<file path="src/rtl/core/bmsi_pkg.sv">
package bmsi_pkg;

    // Prescaler reload value for one scanline
    localparam int LINE_CYCLES    = 341;
    localparam int CHR_BANK_COUNT = 8;
    localparam int PRG_BANK_COUNT = 3;
    // Divider for counter steps in cycle mode
    localparam int CYCLE_DIV      = 3;

    // Prescaler: stored width, working width and floor
    localparam int PS_W      = 12;
    localparam int PS_CALC_W = 14;
    localparam int PS_MIN    = -2048;

    // Command queue between front and back
    localparam int CMD_DEPTH = 2;
    localparam int CMD_PTR_W = (CMD_DEPTH > 1) ? $clog2(CMD_DEPTH) : 1;
    localparam int CMD_CNT_W = $clog2(CMD_DEPTH + 1);

    localparam int CHR_IDX_W = $clog2(CHR_BANK_COUNT);
    localparam int PULSE_W   = 9;
    localparam int CYC_W     = 10;

    // Register pages, address bits 15:12
    localparam logic [3:0] PAGE_PRG_A = 4'h8;
    localparam logic [3:0] PAGE_PRG_B = 4'h9;
    localparam logic [3:0] PAGE_CHR_A = 4'hA;
    localparam logic [3:0] PAGE_CHR_B = 4'hB;
    localparam logic [3:0] PAGE_CHR_C = 4'hC;
    localparam logic [3:0] PAGE_CHR_D = 4'hD;
    localparam logic [3:0] PAGE_IRQ_A = 4'hE;
    localparam logic [3:0] PAGE_IRQ_B = 4'hF;

    localparam logic [7:0] PRG1_RESET = 8'hFE;
    localparam logic [7:0] PRG2_RESET = 8'hFE;

    localparam logic KIND_WRITE = 1'b0;
    localparam logic KIND_TICK  = 1'b1;

    typedef enum logic [3:0] {
        OP_NONE,
        OP_PRG,
        OP_CHR,
        OP_SOUND,
        OP_MIRROR,
        OP_RELOAD,
        OP_CTRL,
        OP_ACK,
        OP_TICK
    } t_op;

    typedef struct packed {
        t_op                  op;
        logic [CHR_IDX_W-1:0] idx;
        logic [7:0]           data;
        logic [CYC_W-1:0]     cycles;
    } t_cmd;

    typedef struct packed {
        logic [7:0]         prg_low;
        logic [7:0]         prg_mid;
        logic [7:0]         prg_high;
        logic [31:0]        chr_lower;
        logic [31:0]        chr_upper;
        logic [1:0]         mirroring;
        logic [PULSE_W-1:0] pulses;
        logic               sound;
    } t_result;

    typedef enum logic [1:0] {
        ST_FETCH,
        ST_RUN,
        ST_OUT
    } t_state;

endpackage

</file>
<file path="src/rtl/core/bmsi_front.sv">
module bmsi_front
    import bmsi_pkg::*;
(
    input  logic        i_kind,
    input  logic [15:0] i_address,
    input  logic [7:0]  i_data,
    input  logic [9:0]  i_ppu_cycles,
    output t_cmd        o_cmd
);

    logic [3:0] page;
    logic       sub;

    assign page = i_address[15:12];
    assign sub  = i_address[3] | i_address[4];

    // Classify the incoming word into one back-end command
    always_comb begin
        o_cmd.op     = OP_NONE;
        o_cmd.idx    = '0;
        o_cmd.data   = i_data;
        o_cmd.cycles = i_ppu_cycles;
        if (i_kind == KIND_TICK) begin
            o_cmd.op = OP_TICK;
        end else begin
            case (page)
                PAGE_PRG_A: begin
                    o_cmd.op  = OP_PRG;
                    o_cmd.idx = sub ? CHR_IDX_W'(1) : CHR_IDX_W'(0);
                end
                PAGE_PRG_B: begin
                    if (sub) begin
                        o_cmd.op = OP_SOUND;
                    end else begin
                        o_cmd.op  = OP_PRG;
                        o_cmd.idx = CHR_IDX_W'(2);
                    end
                end
                PAGE_CHR_A, PAGE_CHR_B, PAGE_CHR_C, PAGE_CHR_D: begin
                    // two banks per page, pages A..D map to banks 0..7
                    o_cmd.op  = OP_CHR;
                    o_cmd.idx = {page[1:0] - 2'd2, sub};
                end
                PAGE_IRQ_A: begin
                    o_cmd.op = sub ? OP_RELOAD : OP_MIRROR;
                end
                PAGE_IRQ_B: begin
                    o_cmd.op = sub ? OP_ACK : OP_CTRL;
                end
                default: begin
                    o_cmd.op = OP_NONE;
                end
            endcase
        end
    end

endmodule

</file>
<file path="src/rtl/core/bmsi_cmd_fifo.sv">
module bmsi_cmd_fifo
    import bmsi_pkg::*;
(
    input  logic i_clk,
    input  logic i_rst_n,
    input  logic i_push,
    input  t_cmd i_cmd,
    output logic o_full,
    input  logic i_pop,
    output logic o_empty,
    output t_cmd o_cmd
);

    t_cmd                 r_mem [CMD_DEPTH];
    logic [CMD_PTR_W-1:0] r_wr_ptr, n_wr_ptr;
    logic [CMD_PTR_W-1:0] r_rd_ptr, n_rd_ptr;
    logic [CMD_CNT_W-1:0] r_count, n_count;
    logic                 do_push, do_pop;

    assign o_full  = (r_count == CMD_CNT_W'(CMD_DEPTH));
    assign o_empty = (r_count == '0);
    assign o_cmd   = r_mem[r_rd_ptr];
    assign do_push = i_push & ~o_full;
    assign do_pop  = i_pop & ~o_empty;

    // Pointer and fill count update
    always_comb begin
        n_wr_ptr = r_wr_ptr;
        n_rd_ptr = r_rd_ptr;
        n_count  = r_count;
        if (do_push) begin
            n_wr_ptr = (r_wr_ptr == CMD_PTR_W'(CMD_DEPTH - 1)) ? '0 : r_wr_ptr + 1'b1;
        end
        if (do_pop) begin
            n_rd_ptr = (r_rd_ptr == CMD_PTR_W'(CMD_DEPTH - 1)) ? '0 : r_rd_ptr + 1'b1;
        end
        if (do_push && !do_pop) begin
            n_count = r_count + 1'b1;
        end else if (do_pop && !do_push) begin
            n_count = r_count - 1'b1;
        end
    end

    always_ff @(posedge i_clk) begin
        if (!i_rst_n) begin
            r_wr_ptr <= '0;
            r_rd_ptr <= '0;
            r_count  <= '0;
        end else begin
            r_wr_ptr <= n_wr_ptr;
            r_rd_ptr <= n_rd_ptr;
            r_count  <= n_count;
        end
    end

    // Storage, no reset needed
    always_ff @(posedge i_clk) begin
        if (do_push) begin
            r_mem[r_wr_ptr] <= i_cmd;
        end
    end

endmodule

</file>
<file path="src/rtl/core/bmsi_back.sv">
module bmsi_back
    import bmsi_pkg::*;
(
    input  logic    i_clk,
    input  logic    i_rst_n,
    input  logic    i_cfg_we,
    input  logic    i_cfg_wdata,
    input  logic    i_cmd_empty,
    input  t_cmd    i_cmd,
    output logic    o_cmd_pop,
    input  logic    i_pop,
    output logic    o_empty,
    output t_result o_result
);

    t_state                r_state, n_state;
    logic [7:0]            r_prg [PRG_BANK_COUNT];
    logic [7:0]            n_prg [PRG_BANK_COUNT];
    logic [7:0]            r_chr [CHR_BANK_COUNT];
    logic [7:0]            n_chr [CHR_BANK_COUNT];
    logic [1:0]            r_mirror, n_mirror;
    logic [1:0]            r_applied, n_applied;
    logic [7:0]            r_reload, n_reload;
    logic [2:0]            r_ctrl, n_ctrl;
    logic [7:0]            r_count, n_count;
    logic signed [PS_W-1:0] r_presc, n_presc;
    logic [CYC_W-1:0]      r_rem, n_rem;
    logic [PULSE_W-1:0]    r_pulses, n_pulses;
    logic                  r_sound, n_sound;
    logic                  r_chr_ram;
    t_result               r_out, n_out;
    logic                  r_out_valid, n_out_valid;

    logic [7:0]                  step_count;
    logic                        step_pulse;
    logic signed [PS_CALC_W-1:0] ps_diff, ps_wrap, ps_sel;
    logic [7:0]                  chr_masked [CHR_BANK_COUNT];

    assign o_empty  = ~r_out_valid;
    assign o_result = r_out;

    // One counter step: reload on 255 and count a pulse
    assign step_pulse = (r_count == 8'hFF);
    assign step_count = step_pulse ? r_reload : r_count + 8'd1;

    // Scanline prescaler: subtract, wrap once, floor at the minimum
    assign ps_diff = PS_CALC_W'(r_presc) - $signed({{(PS_CALC_W - CYC_W){1'b0}}, i_cmd.cycles});
    assign ps_wrap = ps_diff + PS_CALC_W'(LINE_CYCLES);
    assign ps_sel  = (ps_diff < 0) ? ps_wrap : ps_diff;

    // CHR mask for RAM carts
    always_comb begin
        for (int i = 0; i < CHR_BANK_COUNT; i++) begin
            chr_masked[i] = r_chr_ram ? {5'd0, r_chr[i][2:0]} : r_chr[i];
        end
    end

    // Sequencer: fetch and execute, iterate cycle-mode steps, emit result
    always_comb begin
        n_state     = r_state;
        n_prg       = r_prg;
        n_chr       = r_chr;
        n_mirror    = r_mirror;
        n_applied   = r_applied;
        n_reload    = r_reload;
        n_ctrl      = r_ctrl;
        n_count     = r_count;
        n_presc     = r_presc;
        n_rem       = r_rem;
        n_pulses    = r_pulses;
        n_sound     = r_sound;
        n_out       = r_out;
        n_out_valid = r_out_valid;
        o_cmd_pop   = 1'b0;

        if (i_pop && r_out_valid) begin
            n_out_valid = 1'b0;
        end

        case (r_state)
            ST_FETCH: begin
                if (!i_cmd_empty) begin
                    o_cmd_pop = 1'b1;
                    n_pulses  = '0;
                    n_sound   = 1'b0;
                    n_state   = ST_OUT;
                    case (i_cmd.op)
                        OP_PRG: begin
                            n_prg[i_cmd.idx[1:0]] = i_cmd.data;
                            n_applied             = r_mirror;
                        end
                        OP_CHR: begin
                            n_chr[i_cmd.idx] = i_cmd.data;
                            n_applied        = r_mirror;
                        end
                        OP_SOUND: begin
                            n_sound = 1'b1;
                        end
                        OP_MIRROR: begin
                            n_mirror = i_cmd.data[1:0];
                        end
                        OP_RELOAD: begin
                            n_reload = i_cmd.data;
                        end
                        OP_CTRL: begin
                            n_ctrl = i_cmd.data[2:0];
                            if (i_cmd.data[1]) begin
                                n_count = r_reload;
                                n_presc = PS_W'(LINE_CYCLES);
                            end
                        end
                        OP_ACK: begin
                            n_ctrl = {r_ctrl[2], r_ctrl[0], r_ctrl[0]};
                        end
                        OP_TICK: begin
                            if (r_ctrl[1]) begin
                                if (!r_ctrl[2]) begin
                                    if (ps_sel < PS_CALC_W'(PS_MIN)) begin
                                        n_presc = PS_W'(PS_MIN);
                                    end else begin
                                        n_presc = ps_sel[PS_W-1:0];
                                    end
                                    if (ps_diff < 0) begin
                                        n_count  = step_count;
                                        n_pulses = {{(PULSE_W - 1){1'b0}}, step_pulse};
                                    end
                                end else begin
                                    n_rem   = i_cmd.cycles;
                                    n_state = ST_RUN;
                                end
                            end
                        end
                        default: begin
                        end
                    endcase
                end
            end
            ST_RUN: begin
                // step the counter while the remaining count is at least CYCLE_DIV
                if (r_rem >= CYC_W'(CYCLE_DIV)) begin
                    n_rem   = r_rem - CYC_W'(CYCLE_DIV);
                    n_count = step_count;
                    if (step_pulse) begin
                        n_pulses = r_pulses + 1'b1;
                    end
                end else begin
                    n_state = ST_OUT;
                end
            end
            ST_OUT: begin
                if (!r_out_valid || i_pop) begin
                    n_out.prg_low   = r_prg[0];
                    n_out.prg_mid   = r_prg[1];
                    n_out.prg_high  = r_prg[2];
                    n_out.chr_lower = {chr_masked[3], chr_masked[2],
                                       chr_masked[1], chr_masked[0]};
                    n_out.chr_upper = {chr_masked[7], chr_masked[6],
                                       chr_masked[5], chr_masked[4]};
                    n_out.mirroring = r_applied;
                    n_out.pulses    = r_pulses;
                    n_out.sound     = r_sound;
                    n_out_valid     = 1'b1;
                    n_state         = ST_FETCH;
                end
            end
            default: begin
                n_state = ST_FETCH;
            end
        endcase
    end

    // Control and mapper state
    always_ff @(posedge i_clk) begin
        if (!i_rst_n) begin
            r_state     <= ST_FETCH;
            r_prg[0]    <= 8'd0;
            r_prg[1]    <= PRG1_RESET;
            r_prg[2]    <= PRG2_RESET;
            for (int i = 0; i < CHR_BANK_COUNT; i++) begin
                r_chr[i] <= 8'd0;
            end
            r_mirror    <= '0;
            r_applied   <= '0;
            r_reload    <= '0;
            r_ctrl      <= '0;
            r_count     <= '0;
            r_presc     <= '0;
            r_chr_ram   <= 1'b0;
            r_out_valid <= 1'b0;
        end else begin
            r_state     <= n_state;
            r_prg       <= n_prg;
            r_chr       <= n_chr;
            r_mirror    <= n_mirror;
            r_applied   <= n_applied;
            r_reload    <= n_reload;
            r_ctrl      <= n_ctrl;
            r_count     <= n_count;
            r_presc     <= n_presc;
            r_out_valid <= n_out_valid;
            if (i_cfg_we) begin
                r_chr_ram <= i_cfg_wdata;
            end
        end
    end

    // Per-word working values and result payload
    always_ff @(posedge i_clk) begin
        r_rem    <= n_rem;
        r_pulses <= n_pulses;
        r_sound  <= n_sound;
        r_out    <= n_out;
    end

endmodule

</file>
<file path="src/rtl/core/bank_mapper_with_scanline_irq_core.sv">
// Path: a pushed word is written to the command queue, fetched and executed
//   by the back end, then copied into the result register when the slot is free.
// The back end takes no new word until the last result is emitted; a cycle-mode
//   tick holds it longer while the sequencer steps the IRQ counter once a cycle.
// Reset: i_rst_n synchronous, active low; bank, IRQ and config registers take
//   their power-on values and the command queue and result slot are emptied.
module bank_mapper_with_scanline_irq_core
    import bmsi_pkg::*;
(
    input  logic        i_clk,
    input  logic        i_rst_n,
    input  logic        i_cfg_we,
    input  logic        i_cfg_wdata,
    input  logic        i_push,
    output logic        o_full,
    input  logic        i_kind,
    input  logic [15:0] i_address,
    input  logic [7:0]  i_data,
    input  logic [9:0]  i_ppu_cycles,
    output logic        o_empty,
    input  logic        i_pop,
    output logic [7:0]  o_prg_bank_low,
    output logic [7:0]  o_prg_bank_mid,
    output logic [7:0]  o_prg_bank_high,
    output logic [31:0] o_chr_banks_lower,
    output logic [31:0] o_chr_banks_upper,
    output logic [1:0]  o_mirroring,
    output logic [8:0]  o_irq_pulses,
    output logic        o_sound_write
);

    t_cmd    front_cmd;
    t_cmd    queue_cmd;
    logic    queue_empty;
    logic    queue_pop;
    t_result result;

    // Decode incoming word
    bmsi_front u_front (
        .i_kind       (i_kind),
        .i_address    (i_address),
        .i_data       (i_data),
        .i_ppu_cycles (i_ppu_cycles),
        .o_cmd        (front_cmd)
    );

    // Queue between decode and execute
    bmsi_cmd_fifo u_fifo (
        .i_clk   (i_clk),
        .i_rst_n (i_rst_n),
        .i_push  (i_push),
        .i_cmd   (front_cmd),
        .o_full  (o_full),
        .i_pop   (queue_pop),
        .o_empty (queue_empty),
        .o_cmd   (queue_cmd)
    );

    // Execute and hold result
    bmsi_back u_back (
        .i_clk       (i_clk),
        .i_rst_n     (i_rst_n),
        .i_cfg_we    (i_cfg_we),
        .i_cfg_wdata (i_cfg_wdata),
        .i_cmd_empty (queue_empty),
        .i_cmd       (queue_cmd),
        .o_cmd_pop   (queue_pop),
        .i_pop       (i_pop),
        .o_empty     (o_empty),
        .o_result    (result)
    );

    assign o_prg_bank_low    = result.prg_low;
    assign o_prg_bank_mid    = result.prg_mid;
    assign o_prg_bank_high   = result.prg_high;
    assign o_chr_banks_lower = result.chr_lower;
    assign o_chr_banks_upper = result.chr_upper;
    assign o_mirroring       = result.mirroring;
    assign o_irq_pulses      = result.pulses;
    assign o_sound_write     = result.sound;

endmodule
</file>
<file path="config.mk">
export PLATFORM = sky130hd
export DESIGN_NAME = bank_mapper_with_scanline_irq_core
export DESIGN_NICKNAME = d
export VERILOG_FILES = /design/src/rtl/core/bmsi_pkg.sv /design/src/rtl/core/bmsi_front.sv /design/src/rtl/core/bmsi_cmd_fifo.sv /design/src/rtl/core/bmsi_back.sv /design/src/rtl/core/bank_mapper_with_scanline_irq_core.sv
export SDC_FILE = /design/constraint.sdc
export NUM_CORES = 1
export LEC_CHECK = 0
export ABC_AREA = 0
export BUFFER_PORTS_ARGS = -buffer_cell sky130_fd_sc_hd__buf_2
export CAP_MARGIN = 20
export CORE_MARGIN = 2
export CORE_UTILIZATION = 40
export CTS_CLUSTER_SIZE = 10
export DETAILED_ROUTE_END_ITERATION = 8
export HOLD_SLACK_MARGIN = 0.1
export PLACE_DENSITY_LB_ADDON = 0.3
export SLEW_MARGIN = 5
export SYNTH_ARGS = -nofsm -noshare
export SYNTH_HDL_FRONTEND = slang
export SYNTH_SLANG_ARGS = --single-unit
</file>
<file path="constraint.sdc">
create_clock -name i_clk -period 9.3 [get_ports i_clk]
set_clock_uncertainty 0.1 [all_clocks]
set_input_delay 1.86 -clock i_clk [delete_from_list [all_inputs] [get_ports i_clk]]
set_output_delay 1.86 -clock i_clk [all_outputs]
set_load 0.02 [all_outputs]
</file>
==> results of run 1 <==
[worst max-delay path: stages (launching register included)]
cell and delay, ns:
dfxtp_2 0.54, buf_12 0.27, mux2i_1 0.31, ha_1 0.36, a21oi_1 0.38, o22ai_1 0.17
a211oi_2 0.47, o2111ai_1 0.21, nand2_1 0.18, a21oi_2 0.12, o41ai_4 0.46, a221oi_1 0.09
[per-layer routing]
metal	vias to the layer above	GRT usage
met3	54	0.03048
met4	2	0.05294
met5	-	0
met2	216	0.2552
li1	4046	-
met1	3765	0.2179
[flip-flops by register name, summed over array words and instances (netlist names), 2 cells and up, named ones only]
signal / cells
u_back.r_ctrl: 3
u_back.r_mirror: 2
u_back.r_prg: 24
u_back.r_presc: 12
u_back.r_reload: 8
u_back.r_applied: 2
u_back.r_rem: 10
u_fifo.r_count: 2
u_back.r_count: 8
u_back.o_result: 100
u_fifo.r_mem: 50
u_back.r_pulses: 9
u_back.r_state: 2
u_back.r_chr: 64
[metrics by stage]
step / instances / utilization
floorplan: 1040 / -
global placement: 1517 / 0.4424
detailed placement: 1517 / 0.4424
CTS: 1579 / 0.4773
global route: 1584 / 0.4799
finish: 1585 / 0.4799
[worst max path at each step]
stage / from / end / slack [ns]
after floorplan: i_pop / u_back.o_result[0]$_DFFE_PP_ / 2.21
after global placement: register / u_back.r_count[6]$_SDFFE_PN0P_ / 5.02
after detailed placement: register / u_back.r_count[6]$_SDFFE_PN0P_ / 4.99
after CTS: register / u_back.r_count[6]$_SDFFE_PN0P_ / 4.96
after global routing: register / u_back.r_presc[6]$_SDFFE_PN0P_ / 5.17
final: register / u_back.r_presc[6]$_SDFFE_PN0P_ / 5.48
[power by group]
group	total, mW	internal [mW]	switching, mW
clock	1.24	0.738	0.505
sequential	1.71	1.63	0.0827
combinational	0.838	0.271	0.567
total	3.79	2.64	1.16
[cell type report]
class,instances,area [um^2],area share
antenna,1,2.502,0.0001755
clock buffer,60,1011,0.07088
clock inverter,2,25.02,0.001755
inverter,23,86.33,0.006053
multi-input combinational,662,4104,0.2877
sequential,302,7749,0.5433
tap,390,488.0,0.03421
timing repair buffer,145,797.0,0.05588
[kinds of logic after synthesis]
family	after synthesis	synth area share
AOI/OAI and AO/OA	236	0.1375
xor gates and xnor gates	30	0.02167
adders and majority gates	17	0.01816
buffers and inverters	76	0.02570
DFF	302	0.6391
muxes	25	0.02075
and+or+nand+nor	354	0.1372
[cells in the final DEF (no fill, tap or decap), types with 13 or more instances in the layout]
cell type  count
mux2i_1       16
nor2b_1       46
ha_1          16
o21ai_0       30
dfxtp_1      131
a211oi_1      89
inv_1         22
nand2b_1      13
nand2_1       56
xor2_1        16
edfxtp_1     170
nor2_1       163
nor3_1        14
nand3_1       13
clkbuf_16     36
buf_2        132
xnor2_1       14
a21oi_1       47
clkbuf_1      22
[Yosys cell counts (7+ instances only)]
cell	n
or3_1	7
dfxtp_1	132
or2_2	7
inv_1	22
xnor2_1	14
nor2_1	164
mux2i_1	24
a211oi_1	89
nand3_1	13
a21oi_1	47
nand2b_1	13
nor3_1	14
a21o_1	8
xor2_1	16
ha_1	16
o21ai_1	11
clkbuf_1	32
nand2_1	56
edfxtp_1	170
and3_1	9
buf_2	14
nor2b_1	47
o21ai_0	30
==> flow_summary.yaml, run 1 <==
drt:
  wire_per_inst_um: 16.06
  wl_met3_um: 1378
  drc: 0
  vias_per_cell: 5.100
  met1Wirelength_um: 11710
  wl_met2_um: 11680
  first_pass_iters: 5
  vias: 8083
  dr.first_iter.drc_count: 506
  finalWirelength_um: 25450
  top_layer_used: "met5"
  ant_nets: 0
synthesis:
  yosys_warnings: 0
  synth_nets: 1098
  yosys.area.top_type: "edfxtp_1"
  synth_seq_cells: 302
  synth_top_area_frac: 0.4211
  dominantRegCellSynth: "edfxtp_1"
  synth-async-reset-ratio: 0
  syn-instance-count: 1040
  seq_area_frac_synth: 0.6391
  synth_cell_types: 67
  synth_edf_count: 170
  synth_area_per_cell_um2: 11.66
  synthTopCellsByArea: "edfxtp_1 (42%), dfxtp_1 (22%), a211oi_1 (5.5%), nor2_1 (5.1%), nor2b_1 (2.4%)"
  syn_area_um2: 12120
clock_network:
  cts_tree: "yes"
  path_clk_slew_ns: 0.06
  clock-root-buffer: "clkbuf_16"
  worstSkewPairLatency_ns: 0.51
  ctsResizeCount: 0
  htree_levels: 2
  cts_buffers: 36
  cts_buffer_depth: 3
  cts_setup_buffers: 0
  clock-sinks: 302
  ctsHoldBuffers: 0
cells_and_area:
  finalInstanceArea_um2: 14260
  fin_nets: 1228
  syn_to_final_growth_pct: 17.65
  fillers: 2697
  drive_gt1_frac: 0.1834
timing:
  slew_viol_final: 0
  slew_headroom: 0.2595
  fin_ws_ns: 5.480
  hold_violations: 0
  grt_setup_unrepaired: "no"
  setup_viol: 0
  min_period_ns: 3.820
  max_freq_mhz: 261.8
  setup_tns_ns: 0
  worstMarginPinSlew_ns: 1.089
  hold_slack_ns: 0.3232
  fin_crit_sh: 0.4108
floorplan:
  dieWidth_um: 178.1
  die_h_um: 178.1
  design.core.area_um2: 29720
  dieArea_um2: 31720
  start_util: 0.4079
  ios: 143
  core.rowCount: 63
setup_path:
  r2r_slack_ns: 5.48
  required_ns: 9.56
  ff2ff_path_depth: 11
  arrival_ns: 4.08
  crit_type: "register to register"
  critPathCaptureType: "register"
  r2r-end: "u_back.r_presc[6]$_SDFFE_PN0P_"
  start_kind: "register"
  critical_path.max_fanout: 38
placed_design:
  io_buffers: 132
  place_ws_ns: 4.986
  place_hpwl_um: 16540
  gp_congestion: 0.8494
  dpl_cell_area_um2: 13150
worst_hold_path:
  min_to: "u_back.o_result[95]$_DFFE_PP_"
  hp-class: "register to register"
  min-delay-start: "u_back.r_prg[19]$_SDFFE_PN0P_"
  hold_depth: 0
flow_run:
  maxCapViolCount: 0
global_routing:
  grt_pass1_vias: 7472
  grt_max_degree: 108
  grt_pass1_wl_um: 39850
  grt_antenna_before_repair: 2
  grt_overflow_total: 0
  track_usage: 0.1594
outcome:
  outcome: "completed"
power_and_ir_drop:
  total_power_mw: 3.795
  power_density_nw_per_um2: 266.1
  vdd.ir_drop.worst_uv: 109.3
  p_leak_nw: 5.034
(Power assumes the default switching activity.)
==> run 2: changes to the inputs <==
- ABC_AREA: 0 -> 1
- clock period: 9.3 -> 4 ns (I/O delays scaled with it)
==> run 2 against run 1 <==
Net effect: register-to-register slack worse by 4.9 ns; sequential share of layout area down 1.4 points; area after synthesis up 2.4%; routed wire length up 2.7%; total power rose to 2.6 times the previous value; design area up 2.6%; fmax up 13%; largest power group unchanged.
==> flow_summary.yaml, run 2 <==
synthesis:
  seq_area_frac_synth: 0.6238
  synth_edf_count: 170
  yosys_warnings: 0
  synth_nets: 1295
  syn_area_um2: 12420
  synth_top_area_frac: 0.4110
  synth-async-reset-ratio: 0
  synth_cell_types: 48
  yosys.area.top_type: "edfxtp_1"
  dominantRegCellSynth: "edfxtp_1"
  synth_area_per_cell_um2: 10.04
  yosysMostFrequentCell: "inv_1"
  synthTopCellsByArea: "edfxtp_1 (41%), dfxtp_1 (21%), o21ai_0 (5.5%), inv_1 (5.4%), a21oi_1 (4.9%)"
  syn-instance-count: 1237
  ys_top_cells_by_count: "inv_1 (180), edfxtp_1 (170), nand2_1 (149)"
  synth_seq_cells: 302
setup_path:
  ff2ff_path_depth: 18
  crit_end: "u_back.r_presc[0]$_SDFFE_PN0P_"
  r2r-end: "u_back.r_presc[0]$_SDFFE_PN0P_"
  crit_type: "register to register"
  r2r_slack_ns: 0.61
  required_ns: 4.37
  arrival_ns: 3.76
  critical_path.max_fanout: 11
  critPathCaptureType: "register"
  start_kind: "register"
placed_design:
  io_buffers: 132
  place_ws_ns: 0.5866
  dpl_cell_area_um2: 13460
  gp_congestion: 0.8671
  place_hpwl_um: 17610
timing:
  fin_crit_sh: 0.8484
  slew_headroom: 0.3718
  hold_violations: 0
  slew_viol_final: 0
  fin_ws_ns: 0.6065
  setup_viol: 0
  max_freq_mhz: 294.7
  setup_tns_ns: 0
  grt_setup_unrepaired: "no"
  min_period_ns: 3.393
  worstMarginPinSlew_ns: 0.9412
  hold_slack_ns: 0.3187
cells_and_area:
  syn_to_final_growth_pct: 17.87
  fin_nets: 1433
  drive_gt1_frac: 0.1860
  fillers: 2864
  multiInputGateArea_um2: 3767
  regArea_um2: 7749
  final_cell_mix: "inv_1 (180), edfxtp_1 (170), nand2_1 (149), o21ai_0 (137), buf_2 (132)"
  final_common_cell: "inv_1"
  largest_reg_flops: 100
  finalInstanceArea_um2: 14640
  num_antenna_cells: 0
clock_network:
  ctsResizeCount: 0
  path_clk_slew_ns: 0.05
  clock-root-buffer: "clkbuf_16"
  cts_buffer_depth: 3
  clock-sinks: 302
  ctsHoldBuffers: 0
  htree_levels: 2
  cts_buffers: 38
  cts_tree: "yes"
  worstSkewPairLatency_ns: 0.53
  cts_setup_buffers: 0
drt:
  wire_per_inst_um: 14.53
  dr.first_iter.drc_count: 575
  finalWirelength_um: 26140
  drc: 0
  ant_nets: 0
  vias_per_cell: 4.773
  first_pass_iters: 5
  vias: 8586
floorplan:
  dieArea_um2: 32470
  design.core.area_um2: 30590
  ios: 143
  dieWidth_um: 180.2
  core.rowCount: 64
  die_h_um: 180.2
  start_util: 0.4060
worst_hold_path:
  hp-class: "register to register"
global_routing:
  grt_pass1_wl_um: 42060
  grt_antenna_before_repair: 0
  grt_max_degree: 101
  grt_pass1_vias: 8218
  track_usage: 0.1590
  grt_overflow_total: 0
power_and_ir_drop:
  vdd.ir_drop.worst_uv: 386.0
  total_power_mw: 9.884
  power_density_nw_per_um2: 675.2
  p_leak_nw: 5.701
flow_run:
  maxCapViolCount: 0
outcome:
  outcome: "completed"
run 2: cell families after synthesis:
logic type / count (synthesis) / share of synthesized area
AOI/OAI and AO/OA: 307 / 0.1342
adders and majority gates: 17 / 0.01773
xor gates and xnor gates: 17 / 0.01259
buffers and inverters: 231 / 0.07385
DFF: 302 / 0.6238
and+or+nand+nor: 350 / 0.1261
muxes: 13 / 0.01169
run 2: worst min-delay path by stage:
stage                                  from                            end  slack (ns)  cells after the start
2_1_floorplan      u_back.r_sound$_DFFE_PP_   u_back.o_result[0]$_DFFE_PP_        0.30                      0
3_3_place_gp       u_back.r_sound$_DFFE_PP_   u_back.o_result[0]$_DFFE_PP_        0.30                      0
3_5_place_dp       u_back.r_sound$_DFFE_PP_   u_back.o_result[0]$_DFFE_PP_        0.31                      0
4_1_cts        u_back.r_prg[1]$_SDFFE_PN1P_  u_back.o_result[77]$_DFFE_PP_        0.32                      0
5_1_grt        u_back.r_prg[1]$_SDFFE_PN1P_  u_back.o_result[77]$_DFFE_PP_        0.33                      0
6_report           u_back.r_sound$_DFFE_PP_   u_back.o_result[0]$_DFFE_PP_        0.32                      0
run 2: through the flow:
step / utilization / instances
after floorplan: - / 1237
after global placement: 0.4401 / 1731
after detailed placement: 0.4401 / 1731
after CTS: 0.4786 / 1799
after global routing: 0.4786 / 1799
final: 0.4786 / 1799
run 2: worst max-delay path, cell delays in order, from the launching register on:
cell and delay, ns:
dfxtp_1 0.69, mux2_2 0.43, ha_1 0.18, inv_1 0.13
fa_1 0.32, nand3_1 0.15, nand2_2 0.12, nand2_1 0.07
nand2_2 0.11, nand2_1 0.10, nand2_2 0.07, nand2_2 0.06
nand2_2 0.06, nand2_2 0.07, nand2_1 0.10, nand3_2 0.08
nand2_2 0.22, o21ai_0 0.14, a21oi_1 0.13
run 2: layout make-up:
cell class | count | share of cell area
Sequential cell | 302 | 0.5293
Timing Repair Buffer | 142 | 0.05111
Tap cell | 396 | 0.03385
Multi-Input combinational cell | 704 | 0.2574
Clock inverter | 7 | 0.007436
Inverter | 187 | 0.04795
Clock buffer | 61 | 0.07299
run 2: per-layer routing:
layer | global-route usage | share of wire
met3 | 0.02870 | 0.047
met5 | 0 | 0
met1 | 0.2118 | 0.46
met4 | 0.05355 | 0.024
met2 | 0.2626 | 0.47
run 2: where the power goes:
part / switching, mW / internal (mW)
Sequential: 0.225 / 3.89
Clock: 1.27 / 1.92
Combinational: 1.85 / 0.738
